### src/hw/rtl/cplm_pkg.sv
`timescale 1ns / 1ps

package cplm_pkg;

  // Build-time limits and defaults.
  localparam int MAX_CHANNELS     = 6;
  localparam int CHANNELS_DEFAULT = 6;

  // Port widths.
  localparam int ADDR_W      = 5;
  localparam int DATA_W      = 32;
  localparam int IN_TDATA_W  = 136;
  localparam int IN_TUSER_W  = 3;
  localparam int OUT_TDATA_W = 64;

  // A reply always carries exactly eight payload bytes.
  localparam logic [6:0] REPLY_LENGTH = 7'd8;

  // Register indexes, one word apart on the configuration port.
  typedef enum logic [2:0] {
    REG_IDENTIFIER,
    REG_COMMAND,
    REG_DEVICE,
    REG_PERIOD,
    REG_TIMEOUT,
    REG_LIMIT,
    REG_STATE_LOW,
    REG_STATE_HIGH
  } reg_index_t;

  // Register reset values.
  localparam logic [28:0] RST_IDENTIFIER = 29'h1000_0001;
  localparam logic [7:0]  RST_COMMAND    = 8'h11;
  localparam logic [7:0]  RST_DEVICE     = 8'h01;
  localparam logic [15:0] RST_PERIOD     = 16'd200;
  localparam logic [15:0] RST_TIMEOUT    = 16'd150;
  localparam logic [7:0]  RST_LIMIT      = 8'd3;
  localparam logic [7:0]  RST_STATE_LOW  = 8'd0;
  localparam logic [7:0]  RST_STATE_HIGH = 8'd3;

  typedef struct packed {
    logic [28:0] monitor_identifier;
    logic [7:0]  command_byte;
    logic [7:0]  device_byte;
    logic [15:0] query_period_ms;
    logic [15:0] reply_timeout_ms;
    logic [7:0]  failure_limit;
    logic [7:0]  state_low;
    logic [7:0]  state_high;
  } cfg_t;

  typedef struct packed {
    logic [31:0] now_ms;
    logic        frame_present;
    logic [28:0] frame_identifier;
    logic        frame_extended;
    logic        frame_is_data;
    logic [6:0]  frame_length;
    logic [63:0] frame_payload;
    logic        transmit_ready;
  } item_t;

  typedef struct packed {
    logic        send_query;
    logic        is_online;
    logic [47:0] channel_states;
    logic        reply_pending;
    logic [7:0]  missed_count;
  } result_t;

endpackage

### src/hw/rtl/cplm_regs.sv
`timescale 1ns / 1ps

module cplm_regs import cplm_pkg::*; (
  input  logic              clk,
  input  logic              rst,
  input  logic              psel,
  input  logic              penable,
  input  logic              pwrite,
  input  logic [ADDR_W-1:0] paddr,
  input  logic [DATA_W-1:0] pwdata,
  output logic [DATA_W-1:0] prdata,
  output logic              pready,
  output cfg_t              cfg
);

  reg_index_t reg_index;
  logic       wr_en;

  assign pready    = 1'b1;
  assign reg_index = reg_index_t'(paddr[ADDR_W-1:2]);
  assign wr_en     = psel && penable && pwrite && pready;

  // Register writes on the access cycle.
  always_ff @(posedge clk) begin
    if (rst) begin
      cfg.monitor_identifier <= RST_IDENTIFIER;
      cfg.command_byte       <= RST_COMMAND;
      cfg.device_byte        <= RST_DEVICE;
      cfg.query_period_ms    <= RST_PERIOD;
      cfg.reply_timeout_ms   <= RST_TIMEOUT;
      cfg.failure_limit      <= RST_LIMIT;
      cfg.state_low          <= RST_STATE_LOW;
      cfg.state_high         <= RST_STATE_HIGH;
    end else if (wr_en) begin
      unique case (reg_index)
        REG_IDENTIFIER: cfg.monitor_identifier <= pwdata[28:0];
        REG_COMMAND:    cfg.command_byte       <= pwdata[7:0];
        REG_DEVICE:     cfg.device_byte        <= pwdata[7:0];
        REG_PERIOD:     cfg.query_period_ms    <= pwdata[15:0];
        REG_TIMEOUT:    cfg.reply_timeout_ms   <= pwdata[15:0];
        REG_LIMIT:      cfg.failure_limit      <= pwdata[7:0];
        REG_STATE_LOW:  cfg.state_low          <= pwdata[7:0];
        REG_STATE_HIGH: cfg.state_high         <= pwdata[7:0];
      endcase
    end
  end

  // Read-back, zero extended.
  always_comb begin
    unique case (reg_index)
      REG_IDENTIFIER: prdata = {3'd0, cfg.monitor_identifier};
      REG_COMMAND:    prdata = {24'd0, cfg.command_byte};
      REG_DEVICE:     prdata = {24'd0, cfg.device_byte};
      REG_PERIOD:     prdata = {16'd0, cfg.query_period_ms};
      REG_TIMEOUT:    prdata = {16'd0, cfg.reply_timeout_ms};
      REG_LIMIT:      prdata = {24'd0, cfg.failure_limit};
      REG_STATE_LOW:  prdata = {24'd0, cfg.state_low};
      REG_STATE_HIGH: prdata = {24'd0, cfg.state_high};
    endcase
  end

endmodule

### src/hw/rtl/cplm_core.sv
`timescale 1ns / 1ps

module cplm_core import cplm_pkg::*; #(
  parameter int CHANNELS = CHANNELS_DEFAULT
) (
  input  logic    clk,
  input  logic    rst,
  input  logic    step_en,
  input  item_t   item,
  input  cfg_t    cfg,
  output result_t res
);

  logic [7:0]  latched_state      [CHANNELS];
  logic [7:0]  latched_state_next [CHANNELS];
  logic        online_flag, online_flag_next;
  logic        awaiting_flag, awaiting_flag_next;
  logic [7:0]  failure_counter, failure_counter_next;
  logic        started_flag;
  logic [31:0] sent_time, sent_time_next;
  logic [31:0] attempt_time;

  logic        states_in_range;
  logic        reply_ok;
  logic        awaiting_after_reply;
  logic [7:0]  count_after_reply;
  logic        online_after_reply;
  logic [31:0] since_sent;
  logic [31:0] since_attempt;
  logic        timed_out;
  logic        awaiting_after_timeout;
  logic        query;

  // Every state byte of the reply has to lie inside the configured range.
  always_comb begin : range_check
    logic [7:0] state_byte;
    states_in_range = 1'b1;
    for (int k = 0; k < CHANNELS; k++) begin
      state_byte = item.frame_payload[8*(k+2) +: 8];
      if (state_byte < cfg.state_low || state_byte > cfg.state_high) begin
        states_in_range = 1'b0;
      end
    end
  end

  // Reply acceptance.
  assign reply_ok = item.frame_present && awaiting_flag && item.frame_extended &&
                    item.frame_is_data &&
                    (item.frame_identifier == cfg.monitor_identifier) &&
                    (item.frame_length == REPLY_LENGTH) &&
                    (item.frame_payload[7:0] == cfg.command_byte) &&
                    (item.frame_payload[15:8] == cfg.device_byte) &&
                    states_in_range;

  assign awaiting_after_reply = awaiting_flag && !reply_ok;
  assign count_after_reply    = reply_ok ? 8'd0 : failure_counter;
  assign online_after_reply   = reply_ok || online_flag;

  always_comb begin
    for (int k = 0; k < CHANNELS; k++) begin
      latched_state_next[k] = reply_ok ? item.frame_payload[8*(k+2) +: 8] : latched_state[k];
    end
  end

  // Timeout check; elapsed times wrap modulo 2^32.
  assign since_sent    = item.now_ms - sent_time;
  assign since_attempt = item.now_ms - attempt_time;
  assign timed_out     = awaiting_after_reply && (since_sent >= {16'd0, cfg.reply_timeout_ms});
  assign awaiting_after_timeout = awaiting_after_reply && !timed_out;

  always_comb begin
    failure_counter_next = count_after_reply;
    online_flag_next     = online_after_reply;
    if (timed_out) begin
      if (count_after_reply < cfg.failure_limit) begin
        failure_counter_next = count_after_reply + 8'd1;
      end
      if (failure_counter_next >= cfg.failure_limit) begin
        online_flag_next = 1'b0;
      end
    end
  end

  // Query issue; the wait only starts when the transmitter takes the frame.
  assign query = !awaiting_after_timeout &&
                 (!started_flag || (since_attempt >= {16'd0, cfg.query_period_ms}));

  always_comb begin
    awaiting_flag_next = awaiting_after_timeout;
    sent_time_next     = sent_time;
    if (query && item.transmit_ready) begin
      awaiting_flag_next = 1'b1;
      sent_time_next     = item.now_ms;
    end
  end

  // Monitor state, advanced once per item.
  always_ff @(posedge clk) begin
    if (rst) begin
      for (int k = 0; k < CHANNELS; k++) begin
        latched_state[k] <= 8'd0;
      end
      online_flag     <= 1'b0;
      awaiting_flag   <= 1'b0;
      failure_counter <= 8'd0;
      started_flag    <= 1'b0;
      sent_time       <= 32'd0;
      attempt_time    <= 32'd0;
    end else if (step_en) begin
      for (int k = 0; k < CHANNELS; k++) begin
        latched_state[k] <= latched_state_next[k];
      end
      online_flag     <= online_flag_next;
      awaiting_flag   <= awaiting_flag_next;
      failure_counter <= failure_counter_next;
      sent_time       <= sent_time_next;
      if (query) begin
        started_flag <= 1'b1;
        attempt_time <= item.now_ms;
      end
    end
  end

  // Result reflects the state after the step; unused channel bytes read as zero.
  always_comb begin
    res.send_query     = query;
    res.is_online      = online_flag_next;
    res.reply_pending  = awaiting_flag_next;
    res.missed_count   = failure_counter_next;
    res.channel_states = '0;
    for (int k = 0; k < CHANNELS; k++) begin
      res.channel_states[8*k +: 8] = latched_state_next[k];
    end
  end

  // A wait can only exist after a query was attempted.
  assert property (@(posedge clk) disable iff (rst) awaiting_flag |-> started_flag)
    else $error("reply awaited without any query attempt");

  // A query records its time stamp.
  assert property (@(posedge clk) disable iff (rst)
    step_en && query |=> started_flag && (attempt_time == $past(item.now_ms)))
    else $error("query attempt time not recorded");

  // A valid reply clears the miss count and sets the board online.
  assert property (@(posedge clk) disable iff (rst)
    step_en && reply_ok |=> online_flag && (failure_counter == 8'd0))
    else $error("valid reply did not restore online state");

  // A timeout with the count at the limit leaves the board offline.
  assert property (@(posedge clk) disable iff (rst)
    step_en && timed_out && (failure_counter_next >= cfg.failure_limit) |=> !online_flag)
    else $error("online flag kept after reaching the miss limit");

endmodule

### src/hw/rtl/can_poll_liveness_monitor_top.sv
`timescale 1ns / 1ps

// CAN poll liveness monitor. Each input beat is one service step: it checks a
// received frame against the expected reply, handles the reply timeout and
// decides whether a new query is due, then returns one result beat with the
// query strobe, the online flag, the latched channel states, the pending flag
// and the miss count. The block takes one beat per clock cycle unless the output
// side stalls. A beat is evaluated combinationally from the input register, and
// its result is then held in the output register until it is taken. While a
// result waits, the input register can still take one more beat; after that
// s_tready stays low until the waiting result leaves, so throughput only drops
// when the output side stalls. The user must write configuration over the
// register port only while no beat is in flight; the block does not enforce it.

module can_poll_liveness_monitor_top import cplm_pkg::*; #(
  parameter int CHANNELS = CHANNELS_DEFAULT
) (
  input  logic                   clk,
  input  logic                   rst,
  // Configuration port.
  input  logic                   psel,
  input  logic                   penable,
  input  logic                   pwrite,
  input  logic [ADDR_W-1:0]      paddr,
  input  logic [DATA_W-1:0]      pwdata,
  output logic [DATA_W-1:0]      prdata,
  output logic                   pready,
  // Step input: now_ms, frame_identifier, frame_length, frame_payload, transmit_ready.
  input  logic                   s_tvalid,
  output logic                   s_tready,
  input  logic [IN_TDATA_W-1:0]  s_tdata,
  // Step flags: frame_present, frame_extended, frame_is_data.
  input  logic [IN_TUSER_W-1:0]  s_tuser,
  // Result: send_query, is_online, channel_states, reply_pending, missed_count.
  output logic                   m_tvalid,
  input  logic                   m_tready,
  output logic [OUT_TDATA_W-1:0] m_tdata
);

  cfg_t    cfg;
  item_t   item_in;
  item_t   item_reg;
  result_t res;
  result_t res_reg;
  logic    in_valid;
  logic    out_valid;
  logic    move;

  cplm_regs u_regs (
    .clk     (clk),
    .rst     (rst),
    .psel    (psel),
    .penable (penable),
    .pwrite  (pwrite),
    .paddr   (paddr),
    .pwdata  (pwdata),
    .prdata  (prdata),
    .pready  (pready),
    .cfg     (cfg)
  );

  // Unpack the input beat.
  always_comb begin
    item_in.now_ms           = s_tdata[31:0];
    item_in.frame_identifier = s_tdata[60:32];
    item_in.frame_length     = s_tdata[67:61];
    item_in.frame_payload    = s_tdata[131:68];
    item_in.transmit_ready   = s_tdata[132];
    item_in.frame_present    = s_tuser[0];
    item_in.frame_extended   = s_tuser[1];
    item_in.frame_is_data    = s_tuser[2];
  end

  // The step runs when the input register holds a beat and the output slot frees up.
  assign move     = in_valid && (!out_valid || m_tready);
  assign s_tready = !in_valid || move;

  always_ff @(posedge clk) begin
    if (rst) begin
      in_valid  <= 1'b0;
      out_valid <= 1'b0;
    end else begin
      if (s_tvalid && s_tready) begin
        in_valid <= 1'b1;
      end else if (move) begin
        in_valid <= 1'b0;
      end
      if (move) begin
        out_valid <= 1'b1;
      end else if (m_tready) begin
        out_valid <= 1'b0;
      end
    end
  end

  always_ff @(posedge clk) begin
    if (s_tvalid && s_tready) begin
      item_reg <= item_in;
    end
    if (move) begin
      res_reg <= res;
    end
  end

  cplm_core #(
    .CHANNELS (CHANNELS)
  ) u_core (
    .clk     (clk),
    .rst     (rst),
    .step_en (move),
    .item    (item_reg),
    .cfg     (cfg),
    .res     (res)
  );

  // Pack the result beat.
  assign m_tvalid = out_valid;
  assign m_tdata  = {5'd0, res_reg.missed_count, res_reg.reply_pending,
                     res_reg.channel_states, res_reg.is_online, res_reg.send_query};

endmodule
### config.mk
export PLATFORM = sky130hd
export DESIGN_NAME = can_poll_liveness_monitor_top
export DESIGN_NICKNAME = d
export VERILOG_FILES = /design/src/hw/rtl/cplm_pkg.sv /design/src/hw/rtl/cplm_regs.sv /design/src/hw/rtl/cplm_core.sv /design/src/hw/rtl/can_poll_liveness_monitor_top.sv
export SDC_FILE = /design/constraint.sdc
export NUM_CORES = 1
export LEC_CHECK = 0
export ABC_CLOCK_PERIOD_IN_PS = 8070
export BUFFER_PORTS_ARGS = -buffer_cell sky130_fd_sc_hd__buf_2
export CORE_MARGIN = 4
export CORE_UTILIZATION = 45
export DETAILED_ROUTE_END_ITERATION = 6
export GPL_ROUTABILITY_DRIVEN = 0
export REMOVE_ABC_BUFFERS = 1
export SLEW_MARGIN = 25
export SYNTH_ARGS = -nofsm -noshare
export SYNTH_HDL_FRONTEND = slang
export SYNTH_SLANG_ARGS = --single-unit
### constraint.sdc
create_clock -name clk -period 8.07 [get_ports clk]
set_input_delay 0.4035 -clock clk [delete_from_list [all_inputs] [get_ports clk]]
set_output_delay 0.4035 -clock clk [all_outputs]
set_load 0.05 [all_outputs]
==> flow_summary.yaml, run 1 <==
run_status:
  outcome: "complete, no violations"
grt:
  grt_usage_pct: 24.0
  antenna_found_initial: 0
  grt_pass1_wl_mm: 110
  grt_overflow: 0
  grt_pass1_vias: 19700
  grt_max_degree: 82
setup_path:
  crit_family: "simple AND/OR/NAND/NOR gates"
  cp-start-kind: "flop"
  critPathMaxStageDelay_ns: 0.80
  required_ns: 8.58
  worstPathArrival_ns: 7.55
  cp-end-kind: "flop"
  crit_fanout: 8
  crit_top_cell: "a21o_1"
  worstSetupPathType: "reg2reg"
  path_buf_inv: 0
  critical_path.slowest_cell: "or4_2"
route:
  num_vias: 20200
  routed_wl_mm: 71.3
  drt_first_iter_violations: 1516
  dr.pass1.iters: 5
  vias_per_cell: 5.61
  ant_nets: 0
  route.detailed.drc: 0
  wire_per_inst_um: 19.8
pwr:
  total_power_mw: 5.48
  leakage_nw: 11.5
  worst_ir_drop_vdd_mv: 0.158
  power_density_nw_per_um2: 189
cts:
  cts-resized-gates: 0
  cts_buffers: 48
  clkLatencyLatePin_ns: 0.61
  cts_max_level: 2
  post_cts.repair.setup_buffers: 0
  cts_buffer_depth: 3
  numClockSinks: 421
  hold_buffers: 134
  path_clk_slew_ns: 0.06
  cts_tree: "done"
  cts_root_buf: "clkbuf_16"
sta:
  hold_viol: 0
  max_freq_mhz: 142
  setup_tns_ns: 0
  period_minus_slack_ns: 7.04
  finClkSkew_ns: 0.0231
  drv_slew: 0
  relSlewSlack_pct: 30.4
  rsz0062_at_grt: "false"
  setup_viol: 0
  period_share_pct: 87.3
  tightestPinTransition_ns: 1.04
synthesis:
  synthCells: 2518
  synth-async-reset-ratio_pct: 0
  yosys.area.top_type: "edfxtp_1"
  netlist_area_sq_um: 24200
  yosysSeqAreaShare_pct: 44.8
  synth-edff-count: 243
  synth_area_leaders: "edfxtp_1 30%, dfxtp_1 15%, ha_1 10%"
  avgSynthCellArea_sq_um: 9.62
  ys_seq_elements: 421
  synth_ff_type: "edfxtp_1"
  ys_types: 81
  ys_warn_count: 0
  synth.top_cell.area_share_pct: 30.1
min_path:
  min_path_type: "in2reg"
layout:
  largest_reg_flops: 136
  nFillCells: 4766
  syn2layout_area_growth_pct: 19.7
  antenna_cells: 0
  drive_above_1_share_pct: 13.3
  multi_input_comb_area_sq_um: 12400
  fin_nets: 3257
  seq_area_sq_um: 10900
floorplan:
  fp.dieH_um: 240
  rows: 84
  io_pins: 282
  floorplan.initialDensity_pct: 45.7
  die_w_um: 240
  die-area_sq_um: 57600
  core-area_sq_um: 53000
placement:
  dpl.hpwl_mm: 52.1
  portBuffers: 264
flow_run:
  maxCapViolCount: 0
==> kinds of logic (layout without fill, tap and decap cells) <==
group           after synthesis  after routing  share of synthesized area, %
fa+ha+maj                   201            201                          10.4
flops                       421            421                          44.8
compound gates              520            520                          13.7
buf+inv                     269            657                          4.42
simple gates                904            904                          18.5
mux                         112            112                          4.86
xor+xnor                     89             89                          3.22
other cells                   2              9                        0.0310
==> through the flow <==
stage / worst slack, ns / cells / utilization (%) / hold slack, ns / area (sq um)
final: 1.03 / 3601 / 54.8 / 0.0379 / 29000
after global routing: 0.637 / 3601 / 54.8 / 0.0118 / 29000
after CTS: 1.07 / 3601 / 54.7 / 0.000471 / 29000
after detailed placement: 1.14 / 3377 / 49.3 / 0.449 / 26100
after global placement: 1.25 / 3377 / 49.3 / 0.443 / 26100
after floorplan: 1.37 / 2406 / - / 0.430 / 23700
==> cell usage in the layout (no fill, tap or decap), types with 13 or more instances in the layout <==
cell,synthesis,final
a211o_1,23,23
a211oi_1,13,13
a21o_1,48,48
a21oi_1,181,181
a31oi_1,16,16
and2_1,24,23
and3_1,14,14
buf_2,6,263
buf_4,14,19
clkbuf_16,0,48
clkinv_2,0,14
dfxtp_1,178,178
dlygate4sd3_1,0,134
edfxtp_1,243,243
ha_1,199,199
inv_1,150,149
mux2i_1,104,104
nand2_1,345,345
nand2b_1,128,126
nand3_1,38,38
nand4_1,50,50
nor2_1,139,136
nor2b_1,74,74
nor3_1,22,21
nor4_1,13,13
o211ai_1,18,18
o21a_1,25,25
o21ai_0,96,96
xnor2_1,66,66
xor2_1,23,23
==> worst register-to-register path, stage by stage (launching register included) <==
cell	delay, ns
edfxtp_1	0.36
nor4b_1	0.50
nand4_1	0.17
nor4_1	0.75
nand4_1	0.21
or4_2	0.80
and2_1	0.31
ha_1	0.32
a21o_1	0.16
a21o_1	0.17
a21oi_1	0.19
nand2_1	0.13
and3_1	0.21
a32o_1	0.30
a211o_1	0.35
xnor2_1	0.19
ha_1	0.25
nand2b_1	0.14
a21o_1	0.17
a21o_1	0.17
a21o_1	0.17
a21oi_1	0.15
nor2b_1	0.06
o21ai_0	0.16
nand2b_1	0.09
a21oi_1	0.23
o22ai_1	0.12
o22ai_1	0.11
==> cells in the mapped netlist (all sizes together) (9+ instances only) <==
library cell and count:
and2 25, ha 199, a211o 23, a31oi 16
edfxtp 243, nor2 139, o21bai 9, mux2i 104
nand2b 128, a2111oi 11, dfxtp 178, o21ai 99
inv 150, nand4 50, o211ai 18, or3 11
a21oi 181, buf 26, nand2 345, a21o 48
xor2 23, nand3 39, xnor2 66, o21a 25
nor2b 74, a22oi 11, and3 14, or4 10
nor3 24, nor4 13, clkbuf 93, a211oi 14
==> power breakdown <==
part,total (mW),leakage [nW],internal [mW],switching [mW]
clock network,2.15,0.765,1.22,0.933
registers,2.43,3.84,2.37,0.0595
logic,0.894,6.93,0.351,0.544
total,5.48,11.5,3.94,1.54
==> metal layers <==
metal	routed length (um)	track usage, %
met1	31900	33.4
met3	4440	3.59
met2	33500	39.9
met4	1460	5.84
met5	0	0
==> worst paths after layout <==
kind / start / end / slack [ns] / cells past startpoint
max: item_reg[66]$_DFFE_PP_ / u_core.online_flag$_SDFFE_PP0P_ / 1.03 / 27
min: pwdata[25] / u_regs.cfg[97]$_SDFFE_PP0P_ / 0.04 / 3
max reg2reg: item_reg[66]$_DFFE_PP_ / u_core.online_flag$_SDFFE_PP0P_ / 1.03 / 27
min reg2reg: u_regs.cfg[27]$_SDFFE_PP0P_ / u_regs.cfg[27]$_SDFFE_PP0P_ / 0.46 / 2
==> area by class of cell <==
type / instances / share of cell area [%]
repair buffers: 417 / 9.69
well taps: 688 / 2.97
clock buffers: 57 / 4.33
inverters: 150 / 1.94
clock inverters: 33 / 1.02
multi-input cells: 1835 / 42.6
flip-flops and latches: 421 / 37.4
Power figures use the tool's default switching activity.
==> run 2: changes to the inputs <==
- RECOVER_POWER: not set -> 25
==> run 2 against run 1 <==
  * The flow now finishes with violations (capacitance limit, slew limit)
  * Wire length hardly changed
  * Power barely moved
  * Register-to-register slack about the same
  * Die area unchanged
  * Critical endpoint is now m_tdata[1]$_DFFE_PP_
  * Via count is 0.13% lower
  * Setup slack improved by 0.0052 ns
  * Worst hold slack got worse by 0.0016 ns
  * Combinational power about the same
==> flow_summary.yaml, run 2 (synthesis results as in run 1) <==
sta:
  tightestPinTransition_ns: 2.21
  setup_viol: 0
  period_minus_slack_ns: 7.04
  rsz0062_at_grt: "false"
  drv_slew: 71
  relSlewSlack_pct: -47.6
  max_freq_mhz: 142
  postLayoutSetupSlackWorst_ns: 1.03
  hold_viol: 0
  finClkSkew_ns: 0.0240
  period_share_pct: 87.2
  setup_tns_ns: 0
grt:
  grt_pass1_wl_mm: 110
  grt_pass1_vias: 19700
  grt_max_degree: 82
  grt_usage_pct: 24.0
  antenna_found_initial: 0
  grt_overflow: 0
cts:
  cts_root_buf: "clkbuf_16"
  cts_max_level: 2
  cts-resized-gates: 0
  cts_buffers: 48
  clkLatencyLatePin_ns: 0.61
  hold_buffers: 134
  path_clk_slew_ns: 0.06
  numClockSinks: 421
  cts_buffer_depth: 3
  cts_tree: "done"
  post_cts.repair.setup_buffers: 0
setup_path:
  worstPathArrival_ns: 7.50
  r2r-end: "m_tdata[1]$_DFFE_PP_"
  critical_path.slowest_cell: "or4_2"
  critPathMaxStageDelay_ns: 0.79
  required_ns: 8.53
  startpoint: "item_reg[66]$_DFFE_PP_"
  crit_top_cell: "a21o_1"
  cp-start-kind: "flop"
  crit_family: "simple AND/OR/NAND/NOR gates"
  crit_fanout: 8
  r2r_start: "item_reg[66]$_DFFE_PP_"
  r2r_cells: 27
  worstSetupPathType: "reg2reg"
  rrSetupSlack_ns: 1.03
  crit_end: "m_tdata[1]$_DFFE_PP_"
  cp-end-kind: "flop"
  path_buf_inv: 1
  crit_cells: 27
route:
  dr.pass1.iters: 5
  wire_per_inst_um: 19.8
  route.detailed.drc: 0
  dr_wl_met2_mm: 33.5
  routed_wl_mm: 71.3
  drt_first_iter_violations: 1560
  num_vias: 20200
  dr.max_layer_used: "met4"
  vias_per_cell: 5.60
  ant_nets: 0
  wl_met1_mm: 32.3
  met3_length_mm: 4.09
floorplan:
  die-area_sq_um: 57600
  io_pins: 282
  fp.dieH_um: 240
  core-area_sq_um: 53000
  rows: 84
  die_w_um: 240
  floorplan.initialDensity_pct: 45.7
pwr:
  power_density_nw_per_um2: 189
  leakage_nw: 11.4
  worst_ir_drop_vdd_mv: 0.158
layout:
  drive_above_1_share_pct: 11.7
  seq_area_sq_um: 10900
  final_cell_mix: "345 x nand2_1, 243 x edfxtp_1, 214 x buf_2, 199 x ha_1, 181 x a21oi_1"
  fin_nets: 3257
  mostFrequentLayoutCell: "nand2_1"
  syn2layout_area_growth_pct: 19.5
  multi_input_comb_area_sq_um: 12400
  nFillCells: 4791
  largest_reg_flops: 136
  antenna_cells: 0
placement:
  dpl.hpwl_mm: 52.1
  portBuffers: 264
  place_ws_ns: 1.14
run_status:
  outcome: "finished, violations left"
  violations: "capacitance limit, slew limit"
min_path:
  min_path_type: "in2reg"
flow_run:
  maxCapViolCount: 2
## run 2: cell count changes in the layout (fill, tap and decap cells not counted), sizes merged
cell / before / now
buf: 283 / 233
clkbuf: 57 / 107
## run 2: how the worst min path moves through the flow
stage	startpoint	cells past startpoint	end	slack, ns
after floorplan	u_regs.cfg[27]$_SDFFE_PP0P_	2	u_regs.cfg[27]$_SDFFE_PP0P_	0.43
after global placement	u_regs.cfg[27]$_SDFFE_PP0P_	2	u_regs.cfg[27]$_SDFFE_PP0P_	0.44
after detailed placement	u_regs.cfg[27]$_SDFFE_PP0P_	2	u_regs.cfg[27]$_SDFFE_PP0P_	0.45
after CTS	pwdata[25]	3	u_regs.cfg[97]$_SDFFE_PP0P_	0.0005
after global routing	pwdata[23]	3	u_regs.cfg[95]$_SDFFE_PP0P_	0.02
final	pwdata[25]	3	u_regs.cfg[97]$_SDFFE_PP0P_	0.04
## run 2: through the flow
step | total power, mW | hold slack, ns | instances | util (%) | area (sq um)
2_1_floorplan | 3.02 | 0.430 | 2406 | - | 23700
3_3_place_gp | 3.28 | 0.443 | 3377 | 49.3 | 26100
3_5_place_dp | 3.31 | 0.449 | 3377 | 49.3 | 26100
4_1_cts | 5.52 | 0.000471 | 3601 | 54.7 | 29000
5_1_grt | 5.71 | 0.0232 | 3601 | 54.6 | 28900
6_report | 5.48 | 0.0363 | 3601 | 54.6 | 28900
## run 2: tightest hold or removal path, stage by stage
cell	delay, ns
buf_2	0.10
nand2_1	0.05
a21oi_1	0.05
## run 2: report_power, final
group,internal [mW],switching (mW),total (mW)
clock,1.22,0.933,2.15
sequential,2.37,0.0595,2.43
combinational,0.348,0.544,0.892
total,3.94,1.54,5.48
## run 2: final cells by class
cell class              count  share of cell area (%)
clock inverters            33                    1.02
inverters                 150                    1.95
flip-flops and latches    421                    37.5
clock buffers              57                    4.34
repair buffers            417                    9.51
multi-input cells        1835                    42.7
well taps                 688                    2.97
## run 2: per-layer routing
metal  GRT usage (%)  vias to the layer above
li1                -                     9687
met1            33.4                     9721
met2            39.9                      665
met3            3.59                       96
met4            5.84                        0
met5               0                        -
